File: config.mk
export PLATFORM = sky130hd
export DESIGN_NAME = smbios3_table_validator
export DESIGN_NICKNAME = d
export VERILOG_FILES = /design/src/design/s3tv_pkg.sv /design/src/design/smbios3_table_validator.sv
export SDC_FILE = /design/constraint.sdc
export NUM_CORES = 1
export LEC_CHECK = 0
export CAP_MARGIN = 15
export CORE_ASPECT_RATIO = 0.9
export CORE_MARGIN = 4
export CORE_UTILIZATION = 45
export CTS_CLUSTER_DIAMETER = 120
export DETAILED_ROUTE_END_ITERATION = 8
export DONT_BUFFER_PORTS = 1
export PLACE_DENSITY = 0.73
export SLEW_MARGIN = 10
export SYNTH_ARGS = -nofsm -noshare
export SYNTH_HDL_FRONTEND = slang
export SYNTH_SLANG_ARGS = --single-unit
File: constraint.sdc
create_clock -name clock -period 3.3 [get_ports clock]
set_clock_uncertainty 0.15 [all_clocks]
set_input_delay 0.33 -clock clock [delete_from_list [all_inputs] [get_ports clock]]
set_output_delay 0.33 -clock clock [all_outputs]
set_load 0.01 [all_outputs]
File: src/design/s3tv_pkg.sv
// Package for the SMBIOS 3.0 table validator: widths, register indexes,
// entry point field positions and the anchor text. No dependencies.
`timescale 1ns / 1ps

package s3tv_pkg;

   // Bits of the table length that are kept; the byte counter has one more.
   localparam int LENGTH_BITS = 32;
   localparam int COUNT_BITS  = LENGTH_BITS + 1;

   // Configuration port
   localparam int CSR_INDEX_BITS = 1;
   localparam int CSR_DATA_BITS  = 64;
   localparam logic [CSR_INDEX_BITS-1:0] CSR_TABLE_LENGTH  = 1'd0;
   localparam logic [CSR_INDEX_BITS-1:0] CSR_TABLE_ADDRESS = 1'd1;

   // Entry point layout
   localparam logic [4:0] ANCHOR_COUNT_MAX = 5'd31;
   localparam logic [4:0] ENTRY_LEN        = 5'd24;
   localparam logic [7:0] ENTRY_LEN_BYTE   = 8'd24;
   localparam logic [7:0] SPEC_MAJOR       = 8'd3;
   localparam logic [7:0] ENTRY_REVISION   = 8'd1;
   localparam logic [4:0] POS_ANCHOR_LAST  = 5'd4;
   localparam logic [4:0] POS_CHECKSUM     = 5'd5;
   localparam logic [4:0] POS_LENGTH       = 5'd6;
   localparam logic [4:0] POS_MAJOR        = 5'd7;
   localparam logic [4:0] POS_MINOR        = 5'd8;
   localparam logic [4:0] POS_DOCREV       = 5'd9;
   localparam logic [4:0] POS_REVISION     = 5'd10;
   localparam logic [4:0] POS_RESERVED     = 5'd11;
   localparam logic [4:0] POS_MAX_SIZE     = 5'd12;
   localparam logic [4:0] POS_MAX_SIZE_END = 5'd15;
   localparam logic [4:0] POS_ADDRESS      = 5'd16;
   localparam logic [4:0] POS_ADDRESS_END  = 5'd23;

   // Structure header
   localparam logic [7:0] HDR_POS_TYPE = 8'd0;
   localparam logic [7:0] HDR_POS_LEN  = 8'd1;
   localparam logic [7:0] HDR_POS_BODY = 8'd3;
   localparam logic [7:0] HDR_MIN_LEN  = 8'd4;
   localparam logic [7:0] END_TYPE     = 8'd127;

   // Characters of "_SM3_" by position.
   function automatic logic [7:0] anchor_char(input logic [2:0] pos);
      logic [7:0] ch;
      case (pos)
         3'd0:    ch = 8'h5F;
         3'd1:    ch = 8'h53;
         3'd2:    ch = 8'h4D;
         3'd3:    ch = 8'h33;
         3'd4:    ch = 8'h5F;
         default: ch = 8'h00;
      endcase
      return ch;
   endfunction

endpackage

File: src/design/smbios3_table_validator.sv
// SMBIOS 3.0 entry point and structure table validator, top level.
// Depends on s3tv_pkg.
`timescale 1ns / 1ps
//
//  Channel   Direction  Handshake                 Payload
//  req_      in         req_valid / req_stall     req_data_byte, req_is_anchor, req_last
//  rsp_      out        rsp_valid / rsp_stall     rsp_valid_res
//  csr_      in         csr_valid / csr_ready     csr_index, csr_data
//
//  One byte per cycle unless req_stall holds it: each accepted item updates the
//  walk state in the same cycle, and the verdict of a last item sits in the
//  result register on the following cycle.
//  Reset is synchronous and clears the walk state, the result valid flag and
//  both configuration registers; the verdict bit itself is not reset.
//  A stalled result holds the input only for a last item; all other bytes keep
//  flowing past it.

module smbios3_table_validator (
   input  logic                                clock,
   input  logic                                reset,
   input  logic                                req_valid,
   output logic                                req_stall,
   input  logic [7:0]                          req_data_byte,
   input  logic                                req_is_anchor,
   input  logic                                req_last,
   output logic                                rsp_valid,
   input  logic                                rsp_stall,
   output logic                                rsp_valid_res,
   input  logic                                csr_valid,
   output logic                                csr_ready,
   input  logic [s3tv_pkg::CSR_INDEX_BITS-1:0] csr_index,
   input  logic [s3tv_pkg::CSR_DATA_BITS-1:0]  csr_data
);
   import s3tv_pkg::*;

   // Configuration
   logic [LENGTH_BITS-1:0]   table_length_ff;
   logic [63:0]              table_address_ff;

   // Entry point state
   logic [4:0]               anchor_count_ff, anchor_count_in;
   logic [7:0]               anchor_sum_ff, anchor_sum_in;
   logic                     anchor_good_ff, anchor_good_in;

   // Table walk state
   logic [COUNT_BITS-1:0]    table_count_ff, table_count_in;
   logic [7:0]               header_pos_ff, header_pos_in;
   logic [7:0]               header_len_ff, header_len_in;
   logic [7:0]               header_type_ff, header_type_in;
   logic                     in_strings_ff, in_strings_in;
   logic                     prev_zero_ff, prev_zero_in;
   logic                     end_seen_ff, end_seen_in;
   logic                     table_good_ff, table_good_in;

   // Result register
   logic                     rsp_valid_ff, rsp_valid_in;
   logic                     rsp_res_ff, rsp_res_in;

   logic                     accept;
   logic                     anchor_ok;
   logic                     verdict;
   logic [31:0]              length_bytes;
   logic [COUNT_BITS-1:0]    length_ext;
   logic [COUNT_BITS-1:0]    remaining;
   logic                     count_at_end;

   // Hold a last item back only while the result register cannot take it.
   assign req_stall = rsp_valid_ff && rsp_stall && req_last;
   assign accept    = req_valid && !req_stall;
   assign csr_ready = 1'b1;

   assign rsp_valid     = rsp_valid_ff;
   assign rsp_valid_res = rsp_res_ff;

   // Expected length as a 32-bit field of the entry point and as a count.
   assign length_bytes = 32'(table_length_ff);
   assign length_ext   = COUNT_BITS'(table_length_ff);
   assign count_at_end = (table_count_ff >= length_ext);
   assign remaining    = length_ext - table_count_ff;

   // Check one entry point byte against its field.
   always_comb begin
      anchor_ok = 1'b0;
      case (anchor_count_ff) inside
         [5'd0:POS_ANCHOR_LAST]:
            anchor_ok = (req_data_byte == anchor_char(anchor_count_ff[2:0]));
         POS_CHECKSUM:
            anchor_ok = 1'b1;
         POS_LENGTH:
            anchor_ok = (req_data_byte == ENTRY_LEN_BYTE);
         POS_MAJOR:
            anchor_ok = (req_data_byte == SPEC_MAJOR);
         POS_MINOR, POS_DOCREV, POS_RESERVED:
            anchor_ok = (req_data_byte == 8'd0);
         POS_REVISION:
            anchor_ok = (req_data_byte == ENTRY_REVISION);
         [POS_MAX_SIZE:POS_MAX_SIZE_END]:
            anchor_ok = (req_data_byte == length_bytes[{anchor_count_ff[1:0], 3'b000} +: 8]);
         [POS_ADDRESS:POS_ADDRESS_END]:
            anchor_ok = (req_data_byte ==
                         table_address_ff[{anchor_count_ff[2:0], 3'b000} +: 8]);
         default:
            anchor_ok = 1'b0;
      endcase
   end

   // Advance the walk by one byte and form the verdict.
   always_comb begin
      anchor_count_in = anchor_count_ff;
      anchor_sum_in   = anchor_sum_ff;
      anchor_good_in  = anchor_good_ff;
      table_count_in  = table_count_ff;
      header_pos_in   = header_pos_ff;
      header_len_in   = header_len_ff;
      header_type_in  = header_type_ff;
      in_strings_in   = in_strings_ff;
      prev_zero_in    = prev_zero_ff;
      end_seen_in     = end_seen_ff;
      table_good_in   = table_good_ff;
      verdict         = 1'b0;

      if (accept) begin
         if (req_is_anchor) begin
            // An entry point byte after any table byte spoils the entry point.
            if (table_count_ff != '0) begin
               anchor_good_in = 1'b0;
            end
            if (!anchor_ok) begin
               anchor_good_in = 1'b0;
            end
            anchor_sum_in = anchor_sum_ff + req_data_byte;
            if (anchor_count_ff != ANCHOR_COUNT_MAX) begin
               anchor_count_in = anchor_count_ff + 5'd1;
            end
         end else begin
            // Drop the walk on overrun or on bytes after the end structure.
            if (count_at_end || end_seen_ff) begin
               table_good_in = 1'b0;
            end
            if (table_good_in) begin
               if (!in_strings_ff) begin
                  if (header_pos_ff == HDR_POS_TYPE) begin
                     if (remaining < COUNT_BITS'(HDR_MIN_LEN)) begin
                        table_good_in = 1'b0;
                     end
                     header_type_in = req_data_byte;
                  end else if (header_pos_ff == HDR_POS_LEN) begin
                     header_len_in = req_data_byte;
                     if (req_data_byte < HDR_MIN_LEN) begin
                        table_good_in = 1'b0;
                     end
                  end
                  header_pos_in = header_pos_ff + 8'd1;
                  // Last formatted byte: move on to the string set.
                  if (header_pos_ff >= HDR_POS_BODY &&
                      (header_pos_ff + 8'd1) == header_len_ff) begin
                     in_strings_in = 1'b1;
                     prev_zero_in  = 1'b0;
                     header_pos_in = 8'd0;
                  end
               end else if (req_data_byte == 8'd0 && prev_zero_ff) begin
                  // Double zero closes the structure.
                  in_strings_in = 1'b0;
                  prev_zero_in  = 1'b0;
                  header_pos_in = 8'd0;
                  if (header_type_ff == END_TYPE) begin
                     end_seen_in = 1'b1;
                  end
               end else begin
                  prev_zero_in = (req_data_byte == 8'd0);
               end
            end
            if (table_count_ff != '1) begin
               table_count_in = table_count_ff + COUNT_BITS'(1);
            end
         end

         verdict = anchor_good_in && (anchor_count_in == ENTRY_LEN) &&
                   (anchor_sum_in == 8'd0) && table_good_in && end_seen_in &&
                   (table_count_in == length_ext);

         // Return to the start-of-stream state after the final byte.
         if (req_last) begin
            anchor_count_in = '0;
            anchor_sum_in   = '0;
            anchor_good_in  = 1'b1;
            table_count_in  = '0;
            header_pos_in   = '0;
            header_len_in   = '0;
            header_type_in  = '0;
            in_strings_in   = 1'b0;
            prev_zero_in    = 1'b0;
            end_seen_in     = 1'b0;
            table_good_in   = 1'b1;
         end
      end
   end

   // Load a verdict on a last item, else drain once taken.
   always_comb begin
      rsp_valid_in = rsp_valid_ff;
      rsp_res_in   = rsp_res_ff;
      if (accept && req_last) begin
         rsp_valid_in = 1'b1;
         rsp_res_in   = verdict;
      end else if (rsp_valid_ff && !rsp_stall) begin
         rsp_valid_in = 1'b0;
      end
   end

   always_ff @(posedge clock) begin
      if (reset) begin
         table_length_ff  <= '0;
         table_address_ff <= '0;
      end else if (csr_valid && csr_ready) begin
         case (csr_index)
            CSR_TABLE_LENGTH:  table_length_ff  <= csr_data[LENGTH_BITS-1:0];
            CSR_TABLE_ADDRESS: table_address_ff <= csr_data;
            default: ;
         endcase
      end
   end

   always_ff @(posedge clock) begin
      if (reset) begin
         anchor_count_ff <= '0;
         anchor_sum_ff   <= '0;
         anchor_good_ff  <= 1'b1;
         table_count_ff  <= '0;
         header_pos_ff   <= '0;
         header_len_ff   <= '0;
         header_type_ff  <= '0;
         in_strings_ff   <= 1'b0;
         prev_zero_ff    <= 1'b0;
         end_seen_ff     <= 1'b0;
         table_good_ff   <= 1'b1;
         rsp_valid_ff    <= 1'b0;
      end else begin
         anchor_count_ff <= anchor_count_in;
         anchor_sum_ff   <= anchor_sum_in;
         anchor_good_ff  <= anchor_good_in;
         table_count_ff  <= table_count_in;
         header_pos_ff   <= header_pos_in;
         header_len_ff   <= header_len_in;
         header_type_ff  <= header_type_in;
         in_strings_ff   <= in_strings_in;
         prev_zero_ff    <= prev_zero_in;
         end_seen_ff     <= end_seen_in;
         table_good_ff   <= table_good_in;
         rsp_valid_ff    <= rsp_valid_in;
      end
   end

   always_ff @(posedge clock) begin
      rsp_res_ff <= rsp_res_in;
   end

endmodule

==> flow_metrics.py <==
metrics = {
    "run_status": {
        "status": "complete, but fails checks",
        "violations": "negative setup slack",
    },
    "logic_synthesis": {
        "synth_seq_cells": 173,
        "syn-num-nets": 1704,
        "ys.warnings.count": 0,
        "synthCells": 1574,
        "synth.distinct_cells": 91,
        "async_reset_ff_share_pct": 0,
        "synth-main-ff-cell": "dfxtp_1",
        "syn_area_sq_um": 11950,
        "synth_edf_count": 1,
        "ys_seq_area_share_pct": 29.07,
        "avgSynthCellArea_sq_um": 7.592,
    },
    "floorplan": {
        "die_area_sq_um": 29230,
        "start_util_pct": 45.72,
        "core_sq_um": 26140,
        "fp-row-count": 56,
        "die_y_um": 162.6,
        "die_w_um": 179.8,
        "ios": 84,
    },
    "placed_design": {
        "place.gp.congestion": 1.020,
        "portBuffers": 0,
        "post-dp-hpwl_um": 34900,
    },
    "sta": {
        "tns_ns": -0.04856,
        "post-route-period-util_pct": 101.5,
        "hold_viol_final": 0,
        "rsz0062_at_grt": "true",
        "slew_violations": 0,
        "finalSetupViolCount": 1,
        "fin_crit_ns": 3.349,
        "max_clock_freq_mhz": 298.6,
        "tightest_slew_ns": 1.148,
        "setup_slack_ns": -0.04856,
        "slew_headroom_pct": 23.24,
    },
    "setup_path": {
        "path_class": "flop to flop",
        "reg2reg_slack_ns": -0.05,
        "start_kind": "flop",
        "cp-end-kind": "flop",
        "crit_fanout": 6,
        "reg2regPathDepth": 11,
        "regToRegStartpoint": "table_count_ff[9]$_SDFFE_PP0P_",
        "arrival_ns": 3.48,
        "reg2reg_to": "rsp_valid_res$_SDFFCE_PN0P_",
        "critPathRequiredTime_ns": 3.43,
    },
    "clocking": {
        "cts_sinks": 173,
        "insertion_delay_ns": 0.45,
        "cts_tree": "yes",
        "clkTransAtPathRegs_ns": 0.08,
        "clk_path_buf_depth": 2,
        "cts_buffers": 17,
        "cts_root_buf": "clkbuf_16",
        "cts-htree-levels": 4,
    },
    "worst_hold_path": {
        "min-delay-start": "req_last",
        "whs_endpoint": "table_count_ff[10]$_SDFFE_PP0P_",
        "whs_path_depth": 3,
        "min_path_type": "input port to flop",
    },
    "global_route": {
        "grt_pass1_vias": 13140,
        "grt_pass1_wl_um": 75110,
        "grt_max_degree": 156,
        "grt.overflow.total": 0,
        "antenna_found_initial": 4,
        "grt_usage_pct": 32.47,
    },
    "power": {
        "p_per_area_nw_per_um2": 354.3,
        "p_sw_mw": 1.853,
        "pwr-share-seq_pct": 38.2,
        "p_leak_nw": 6.443,
        "power_frac_comb_pct": 24.6,
        "switching_share_pct": 32.04,
        "p_int_mw": 3.929,
        "p_clk_share_pct": 37.2,
        "irDropWorstVdd_v": 0.0003720,
    },
    "route": {
        "wl_met2_um": 21340,
        "topRoutingLayerUsed": "met5",
        "drt_iter0_drc": 1788,
        "drt-met1-wl_um": 19730,
        "drc_errors": 0,
        "post_drt_wl_per_cell_um": 22.45,
        "via_per_inst": 6.228,
        "drt-pass1-iter-count": 6,
        "ant_nets": 0,
        "met3RoutedLength_um": 6784,
        "vias": 13870,
        "wl_um": 50000,
    },
    "layout": {
        "nNetsFinal": 1995,
        "multi_input_comb_area_sq_um": 8333,
        "seq_area_sq_um": 3500,
        "drive_above_1_share_pct": 26.04,
        "fin_util_pct": 62.44,
        "fillers": 2155,
        "area_growth_pct": 36.55,
    },
    "job": {
        "maxCapViolCount": 0,
    },
}
-- metrics by stage --
step                      cell area, sq um  hold WS [ns]  total power, mW  cells  worst slack [ns]
final                                16320       0.02225            5.782   2227          -0.04856
after detailed placement             14070        0.2664            3.338   2089           -0.4174
after CTS                            15880      0.001307            5.636   2212          -0.01916
after floorplan                      11980        0.2831            2.926   1574           0.01056
after global placement               14070        0.2628            3.323   2089           -0.4055
after global routing                 16320     0.0007900            5.956   2227           -0.1793
-- flip-flops by register name, indices dropped and copies added, names as in the netlist --
signal / cells
length_bytes: 32
table_count_ff: 33
header_type_ff: 8
header_len_ff: 8
table_address_ff: 64
in_strings_ff: 1
anchor_good_ff: 1
prev_zero_ff: 1
rsp_valid_res: 1
rsp_valid: 1
header_pos_ff: 8
anchor_sum_ff: 8
end_seen_ff: 1
anchor_count_ff: 5
table_good_ff: 1
-- placed cells by master, fill, tap and decap left out, drive strengths merged, types with 15 or more instances in the layout --
cell type    count
dfxtp          172
nand2b          19
nor4            30
a31oi           20
dlygate4sd3     79
nand4           27
or3             16
ha              49
mux4            24
nor2            90
nand2          272
inv             69
o21ai           66
clkbuf          18
nor2b           16
nor3            37
a22o            19
a21oi          191
xor2            40
o211ai          15
nand3           51
xnor2           42
mux2i           20
buf            305
-- power by group through the flow --
stage / Sequential (mW) / Combinational [mW] / Clock (mW)
detailed placement: 2.25 / 1.09 / 0
floorplan: 2.24 / 0.687 / 0
CTS: 2.20 / 1.29 / 2.15
global route: 2.21 / 1.51 / 2.23
global placement: 2.25 / 1.08 / 0
finish: 2.21 / 1.42 / 2.15
-- worst max-delay path, cell delays in order (launching register included) --
cell and delay [ns]:
dfxtp_1 0.34, buf_4 0.16, and4_4 0.26, buf_4 0.12, nand4_1 0.18, or3_1 0.45, or4_4 0.48, and2_1 0.19
o21ai_0 0.14, o311ai_0 0.18, a22o_1 0.28, nor4_4 0.25
-- worst max-delay path by stage --
| stage | start | end | slack, ns | depth (start not counted) |
|---|---|---|---|---|
| 4_1_cts | table_count_ff[22]$_SDFFE_PP0P_ | rsp_valid_res$_SDFFCE_PN0P_ | -0.02 | 10 |
| 2_1_floorplan | anchor_count_ff[2]$_SDFFE_PP0P_ | rsp_valid_res$_SDFFCE_PN0P_ | 0.01 | 12 |
| 3_3_place_gp | table_count_ff[23]$_SDFFE_PP0P_ | rsp_valid_res$_SDFFCE_PN0P_ | -0.41 | 9 |
| 5_1_grt | table_count_ff[23]$_SDFFE_PP0P_ | rsp_valid_res$_SDFFCE_PN0P_ | -0.18 | 12 |
| 3_5_place_dp | table_count_ff[23]$_SDFFE_PP0P_ | rsp_valid_res$_SDFFCE_PN0P_ | -0.42 | 9 |
| 6_report | table_count_ff[9]$_SDFFE_PP0P_ | rsp_valid_res$_SDFFCE_PN0P_ | -0.05 | 11 |
-- routing by layer --
metal  vias to the layer above  global-route usage, %
met1                      6470                  44.23
li1                       6277                      -
met2                       953                  48.66
met4                         2                  13.23
met5                         -                      0
met3                       167                  9.268
-- cell usage after synthesis, types with 9 or more instances --
master / number / area, sq um
mux4_2: 24 / 540.5
a211oi_1: 11 / 82.58
nor4_1: 28 / 175.2
nor2_1: 90 / 337.8
nand2_1: 271 / 1017
xnor2_1: 42 / 367.9
clkbuf_1: 72 / 270.3
nor2b_1: 16 / 100.1
a22o_1: 19 / 166.4
and2_1: 9 / 56.30
buf_1: 20 / 75.07
and3_1: 11 / 68.82
or3_1: 14 / 87.58
a21oi_1: 191 / 955.9
nand3_1: 50 / 250.2
dfxtp_1: 172 / 3443
ha_1: 49 / 613.1
a22oi_1: 9 / 67.56
o21ai_0: 63 / 315.3
inv_1: 60 / 225.2
nand2b_1: 19 / 118.9
mux2i_1: 20 / 200.2
o211ai_1: 15 / 112.6
nor3_1: 35 / 175.2
a31oi_1: 20 / 125.1
xor2_1: 40 / 350.3
or4_1: 10 / 75.07
nand4_1: 27 / 168.9
buf_2: 9 / 45.04
-- cell type report --
| type | count | area share [%] |
|---|---|---|
| multi-input combinational | 1227 | 51.07 |
| antenna | 1 | 0.01534 |
| timing repair buffer | 384 | 19.56 |
| clock inverter | 14 | 1.127 |
| clock buffer | 18 | 2.691 |
| sequential | 173 | 21.45 |
| inverter | 62 | 1.426 |
| tap | 348 | 2.668 |
-- repair_timing --
action / CTS / global route
endpoints found under the hold margin: 171 / 0
resized for setup: 61 / 79
buffers inserted: 11 / 13
pin swaps: 22 / 36
hold buffers: 80 / 0
endpoints found under the setup margin: 27 / 28
-- kinds of logic after synthesis --
family / synth area share (%)
AO/OA/AOI/OAI: 21.74
XOR/XNOR: 6.010
adder cells (fa/ha/maj): 5.298
buffers and inverters: 5.874
flip-flops: 29.07
multiplexers: 6.481
other: 0.03138
AND/OR/NAND/NOR: 25.51
Power figures use the tool's default switching activity.
